**config.mk**
```make
export PLATFORM = sky130hd
export DESIGN_NAME = tsp_ctrl
export DESIGN_NICKNAME = d
export VERILOG_FILES = /design/src/tsp_pkg.sv /design/src/tsp_ctrl.sv
export SDC_FILE = /design/constraint.sdc
export NUM_CORES = 1
export LEC_CHECK = 0
export CORE_MARGIN = 4
export CORE_UTILIZATION = 35
export CTS_CLUSTER_DIAMETER = 30
export DETAILED_ROUTE_END_ITERATION = 6
export DONT_BUFFER_PORTS = 1
export GPL_TIMING_DRIVEN = 0
export MAX_ROUTING_LAYER = met4
export PLACE_DENSITY = 0.52
export RECOVER_POWER = 25
export SLEW_MARGIN = 15
export SYNTH_ARGS = -nofsm -noshare
export SYNTH_HDL_FRONTEND = slang
export SYNTH_SLANG_ARGS = --single-unit
```
**constraint.sdc**
```tcl
create_clock -name clk -period 3 [get_ports clk]
set_input_delay 0.6 -clock clk [delete_from_list [all_inputs] [get_ports clk]]
set_output_delay 0.6 -clock clk [all_outputs]
set_load 0.005 [all_outputs]
```
**src/tsp_pkg.sv**
```systemverilog
// Package for the triangular self-product block.
// Holds the item and command types, field widths and register indexes.
// No dependencies.
`timescale 1ns / 1ps
`default_nettype none

package tsp_pkg;

	localparam int TSP_MAX_ORDER = 8;
	localparam int IDX_W = 3;
	localparam int ORD_W = 4;
	localparam int DATA_W = 16;
	localparam int ACC_W = 40;
	localparam int CFG_IDX_W = 1;
	localparam int CFG_DATA_W = 4;

	localparam logic [CFG_IDX_W-1:0] CFG_LOWER_MODE = 1'd0;
	localparam logic [CFG_IDX_W-1:0] CFG_ORDER = 1'd1;
	localparam logic [ORD_W-1:0] ORDER_RESET = 4'd8;

	typedef struct packed {
		logic [IDX_W-1:0] row;
		logic [IDX_W-1:0] col;
		logic signed [DATA_W-1:0] in_re;
		logic signed [DATA_W-1:0] in_im;
		logic load_last;
	} in_item_t;

	typedef struct packed {
		logic [IDX_W-1:0] out_row;
		logic [IDX_W-1:0] out_col;
		logic signed [ACC_W-1:0] out_re;
		logic signed [ACC_W-1:0] out_im;
		logic out_last;
	} out_item_t;

	typedef struct packed {
		logic issue;
		logic [IDX_W-1:0] a_row;
		logic [IDX_W-1:0] a_col;
		logic [IDX_W-1:0] b_row;
		logic [IDX_W-1:0] b_col;
		logic first;
		logic last;
		logic flip;
		logic [IDX_W-1:0] row;
		logic [IDX_W-1:0] col;
		logic elem_last;
	} tsp_cmd_t;

endpackage

`default_nettype wire

```
**src/tsp_ctrl.sv**
```systemverilog
// Controller of the triangular self-product block: configuration registers,
// loading handshake and the walk over result elements and summation index.
// Depends on tsp_pkg.
`timescale 1ns / 1ps
`default_nettype none

module tsp_ctrl import tsp_pkg::*; #(
	parameter int MAX_ORDER = TSP_MAX_ORDER
) (
	input wire logic clk,
	input wire logic arst_n,
	input wire logic cfg_we,
	input wire logic [CFG_IDX_W-1:0] cfg_index,
	input wire logic [CFG_DATA_W-1:0] cfg_wdata,
	input wire logic in_valid,
	input wire logic load_last,
	output logic in_ready,
	output tsp_cmd_t cmd,
	input wire logic done
);

	typedef enum logic [1:0] {
		ST_IDLE,
		ST_ISSUE,
		ST_WAIT
	} state_t;

	state_t state_q;
	logic lower_mode_q;
	logic [ORD_W-1:0] order_q;
	logic mode_q;
	logic [ORD_W-1:0] n_q;
	logic [IDX_W-1:0] r_q;
	logic [IDX_W-1:0] c_q;
	logic [IDX_W-1:0] k_q;

	logic [ORD_W-1:0] n_clamped;
	logic [IDX_W-1:0] n_last;
	logic [IDX_W-1:0] k_start;
	logic k_final;
	logic elem_final;
	logic [IDX_W-1:0] r_next;
	logic [IDX_W-1:0] c_next;

	assign n_clamped = (order_q > ORD_W'(MAX_ORDER)) ? ORD_W'(MAX_ORDER) : order_q;
	assign n_last = IDX_W'(n_q - 1'b1);
	assign k_start = mode_q ? r_q : c_q;
	assign k_final = (k_q == n_last);
	assign elem_final = mode_q ? ((r_q == n_last) && (c_q == r_q)) : (r_q == n_last);

	always_comb begin
		r_next = r_q;
		c_next = c_q;
		if (mode_q) begin
			if (c_q < r_q) begin
				c_next = c_q + 1'b1;
			end else begin
				r_next = r_q + 1'b1;
				c_next = '0;
			end
		end else begin
			if (c_q < n_last) begin
				c_next = c_q + 1'b1;
			end else begin
				r_next = r_q + 1'b1;
				c_next = r_q + 1'b1;
			end
		end
	end

	assign in_ready = (state_q == ST_IDLE);

	always_comb begin
		cmd.issue = (state_q == ST_ISSUE);
		cmd.a_row = mode_q ? k_q : r_q;
		cmd.a_col = mode_q ? r_q : k_q;
		cmd.b_row = mode_q ? k_q : c_q;
		cmd.b_col = mode_q ? c_q : k_q;
		cmd.first = (k_q == k_start);
		cmd.last = k_final;
		cmd.flip = mode_q;
		cmd.row = r_q;
		cmd.col = c_q;
		cmd.elem_last = elem_final;
	end

	always_ff @(posedge clk or negedge arst_n) begin
		if (!arst_n) begin
			state_q <= ST_IDLE;
			lower_mode_q <= 1'b0;
			order_q <= ORDER_RESET;
			mode_q <= 1'b0;
			n_q <= '0;
			r_q <= '0;
			c_q <= '0;
			k_q <= '0;
		end else begin
			if (cfg_we) begin
				case (cfg_index)
					CFG_LOWER_MODE: lower_mode_q <= cfg_wdata[0];
					CFG_ORDER: order_q <= cfg_wdata[ORD_W-1:0];
					default: ;
				endcase
			end
			case (state_q)
				ST_IDLE: begin
					if (in_valid && load_last) begin
						mode_q <= lower_mode_q;
						n_q <= n_clamped;
						r_q <= '0;
						c_q <= '0;
						k_q <= '0;
						if (n_clamped != '0) begin
							state_q <= ST_ISSUE;
						end
					end
				end
				ST_ISSUE: begin
					if (k_final) begin
						state_q <= ST_WAIT;
					end else begin
						k_q <= k_q + 1'b1;
					end
				end
				ST_WAIT: begin
					if (done) begin
						if (elem_final) begin
							state_q <= ST_IDLE;
						end else begin
							r_q <= r_next;
							c_q <= c_next;
							k_q <= mode_q ? r_next : c_next;
							state_q <= ST_ISSUE;
						end
					end
				end
				default: state_q <= ST_IDLE;
			endcase
		end
	end

endmodule

`default_nettype wire

```
==> impl_metrics.json <==
{
  "status": "complete, no violations",
  "syn_nets": 226,
  "cts_setup_buffers": 0,
  "ys_ff_latch": 20,
  "avgSynthCellArea_um2": 8.485,
  "insertion_delay_ns": 0.26,
  "path_clk_slew_ns": 0.09,
  "start_util": 0.3611,
  "peakVddDrop_v": 0.0003780,
  "ios": 35,
  "worstSetupPathDepth": 10,
  "worstSetupEndpointType": "register",
  "drt-total-wl_um": 4473,
  "tns_ns": 0,
  "grt_pass1_wl_um": 7362,
  "power_density_nw_per_um2": 991.0,
  "antenna_found_initial": 0,
  "ys.flop_type": "dfrtp_1",
  "rsz0062_at_grt": "no",
  "die_area_um2": 6054,
  "cp.required_ns": 3.15,
  "cp_num_buf_inv": 2,
  "syn-cell-area_um2": 1705,
  "core.rowCount": 25,
  "post_drt_wl_per_cell_um": 16.38,
  "place_congestion": 0.8991,
  "drv_slew": 0,
  "gr-usage-all-layers": 0.1576,
  "critPathMaxStageDelay_ns": 0.37,
  "fin_ws_ns": 0.2458,
  "timing.final.crit_share": 0.9181,
  "cp_max_fo": 10,
  "vias": 1423,
  "grt_overflow_total": 0,
  "cp_top_family": "compound AO/OA/AOI/OAI gates",
  "cts_tree": "done",
  "path_cells": "clkbuf_2 > inv_1 > ha_1 > xnor2_1 > ha_1 > a21oi_2 > a21boi_0 > a311o_1 > a41oi_1 > o21ai_0",
  "pre_cts_ws_ns": 0.04771,
  "firstDrtPassIters": 4,
  "synth_cells": 201,
  "antenna_left": 0,
  "p_total_w": 0.001857,
  "power.leakage_nw": 0.8396,
  "worst_pin_slew_ns": 0.5994,
  "yosysSeqAreaShare": 0.2942,
  "skew_ns": 0.002384,
  "max_freq_ghz": 0.3631,
  "reg2reg_depth": 10,
  "cap_violations": 0,
  "critPathSlowestCell": "a21oi_2",
  "finalSetupViolCount": 0,
  "core_area_um2": 4723,
  "drive_above_1_share": 0.1359,
  "cts-htree-levels": 1,
  "die_x_um": 77.81,
  "placement.io_buffers": 0,
  "synthArstFlopShare": 1.000,
  "drc": 0,
  "drt-vias-per-instance": 5.212,
  "slew_headroom": 0.5991,
  "worst_hold_path_type": "in2async",
  "die_h_um": 77.81,
  "synth_cell_types": 55,
  "insertedDiodeCount": 0,
  "worstPathArrival_ns": 2.91,
  "numCtsBuffers": 3,
  "finalNonFillerCells": 273,
  "clock-sinks": 20,
  "dp_cells": 268,
  "drtIter0Drc": 64,
  "synth_edf_count": 0,
  "cts_buffer_depth": 2,
  "timing.final.crit_period_ns": 2.754,
  "ys.warnings.count": 0,
  "crit_type": "reg2reg",
  "grt_pass1_vias": 1404,
  "dpl.hpwl_um": 3423,
  "hold_violations": 0,
  "hold_ws_ns": 0.01825,
  "fin_nets": 232,
  "start_kind": "register",
  "grt_max_degree": 21,
  "cts_root_buf": "clkbuf_8",
  "syn_to_final_growth_pct": 9.905,
  "cpMostUsedCell": "ha_1"
}
-- cells by family (layout without fill, tap and decap cells) --
group | Yosys count | count (layout) | share of synthesized area
muxes | 8 | 8 | 0.05209
AOI/OAI and AO/OA | 57 | 57 | 0.2267
DFF | 20 | 20 | 0.2942
buffers and inverters | 26 | 31 | 0.06896
xor gates and xnor gates | 13 | 13 | 0.07484
adders and majority gates | 14 | 14 | 0.1027
and+or+nand+nor | 63 | 63 | 0.1805
-- final cells by class --
type                    instances  area [um2]
plain buffers                  11       61.31
clock inverters                 1       30.03
inverters                      15       56.30
fillers                       496        2849
repair buffers                  1       10.01
flip-flops and latches         20       501.7
well taps                      67       83.83
clock buffers                   3       41.29
multi-input cells             155        1090
-- synth_stat cells, types with 3 or more instances --
cell type   n  area (um2)
nand2_1    26       97.59
dfrtp_1    19       475.5
o21ai_0    18       90.09
ha_1       14       175.2
inv_1      14       52.55
a21oi_1     9       45.04
xnor2_1     9       78.83
mux2_2      7       78.83
nand3_1     7       35.03
nor2_1      7       26.28
a21boi_0    4       30.03
buf_4       4       30.03
nand2b_1    4       25.02
nor3_1      4       20.02
buf_2       3       15.01
nand3b_1    3       22.52
xor2_1      3       26.28
-- power breakdown --
group	internal, W	total (W)	switching [W]
sequential	0.000344	0.000449	0.000104
combinational	0.000476	0.00113	0.000649
clock	0.000178	0.000284	0.000106
-- timing repair --
item	CTS	global route
hold buffers	0	1
resized for setup	0	1
setup endpoints to repair	0	2
hold endpoints to repair	0	11
-- per-layer routing --
metal,routed length (um),track usage,vias up
li1,-,-,724
met1,2113,0.2050,663
met2,2076,0.2483,34
met3,258,0.03596,2
met4,25,0.03737,0
met5,0,-,-
-- registers in the layout, indices dropped and copies added (netlist names) --
| register | flops |
|---|---|
| order_q | 4 |
| c_q | 3 |
| k_q | 3 |
| n_q | 3 |
| r_q | 3 |
| state_q | 2 |
| lower_mode_q | 1 |
| mode_q | 1 |
-- metrics by stage --
step | util | area (um2)
finish | 0.3968 | 1874
global route | 0.3968 | 1874
CTS | 0.3939 | 1861
global placement | 0.3788 | 1789
floorplan | - | 1705
detailed placement | 0.3788 | 1789
-- placed cells by master, fill, tap and decap left out, types with 2 or more instances in the layout --
cell type / synthesis / layout
xor2_1: 3 / 3
nor2b_1: 2 / 2
nor2_1: 7 / 7
o21a_1: 2 / 2
o22ai_1: 2 / 2
a21oi_2: 1 / 2
nor3_1: 4 / 4
buf_2: 3 / 3
a21boi_0: 4 / 4
dfrtp_1: 19 / 19
mux2_2: 7 / 7
ha_1: 14 / 14
inv_1: 14 / 14
a21oi_1: 9 / 8
clkbuf_8: 0 / 3
o21ai_0: 18 / 18
buf_4: 4 / 4
nand3b_1: 3 / 3
a311oi_1: 2 / 2
or3_1: 2 / 2
nand2_1: 26 / 26
nand2b_1: 4 / 4
nand3_1: 7 / 7
clkbuf_1: 2 / 2
xnor2_1: 9 / 9
and3_1: 2 / 2
o2bb2ai_1: 2 / 2
-- worst paths after layout --
kind,startpoint,end,slack (ns)
min in group clk,cfg_wdata[1],order_q[1]$_DFFE_PN0P_,0.48
worst min-delay path,arst_n,k_q[1]$_DFFE_PN0P_,0.02
worst max register to register,n_q[0]$_DFFE_PN0P_,k_q[1]$_DFFE_PN0P_,0.25
worst min register to register,n_q[1]$_DFFE_PN0P_,n_q[1]$_DFFE_PN0P_,0.52
max in group asynchronous,arst_n,c_q[2]$_DFFE_PN0P_,1.84
worst max-delay path,n_q[0]$_DFFE_PN0P_,k_q[1]$_DFFE_PN0P_,0.25
(Power assumes the default switching activity.)
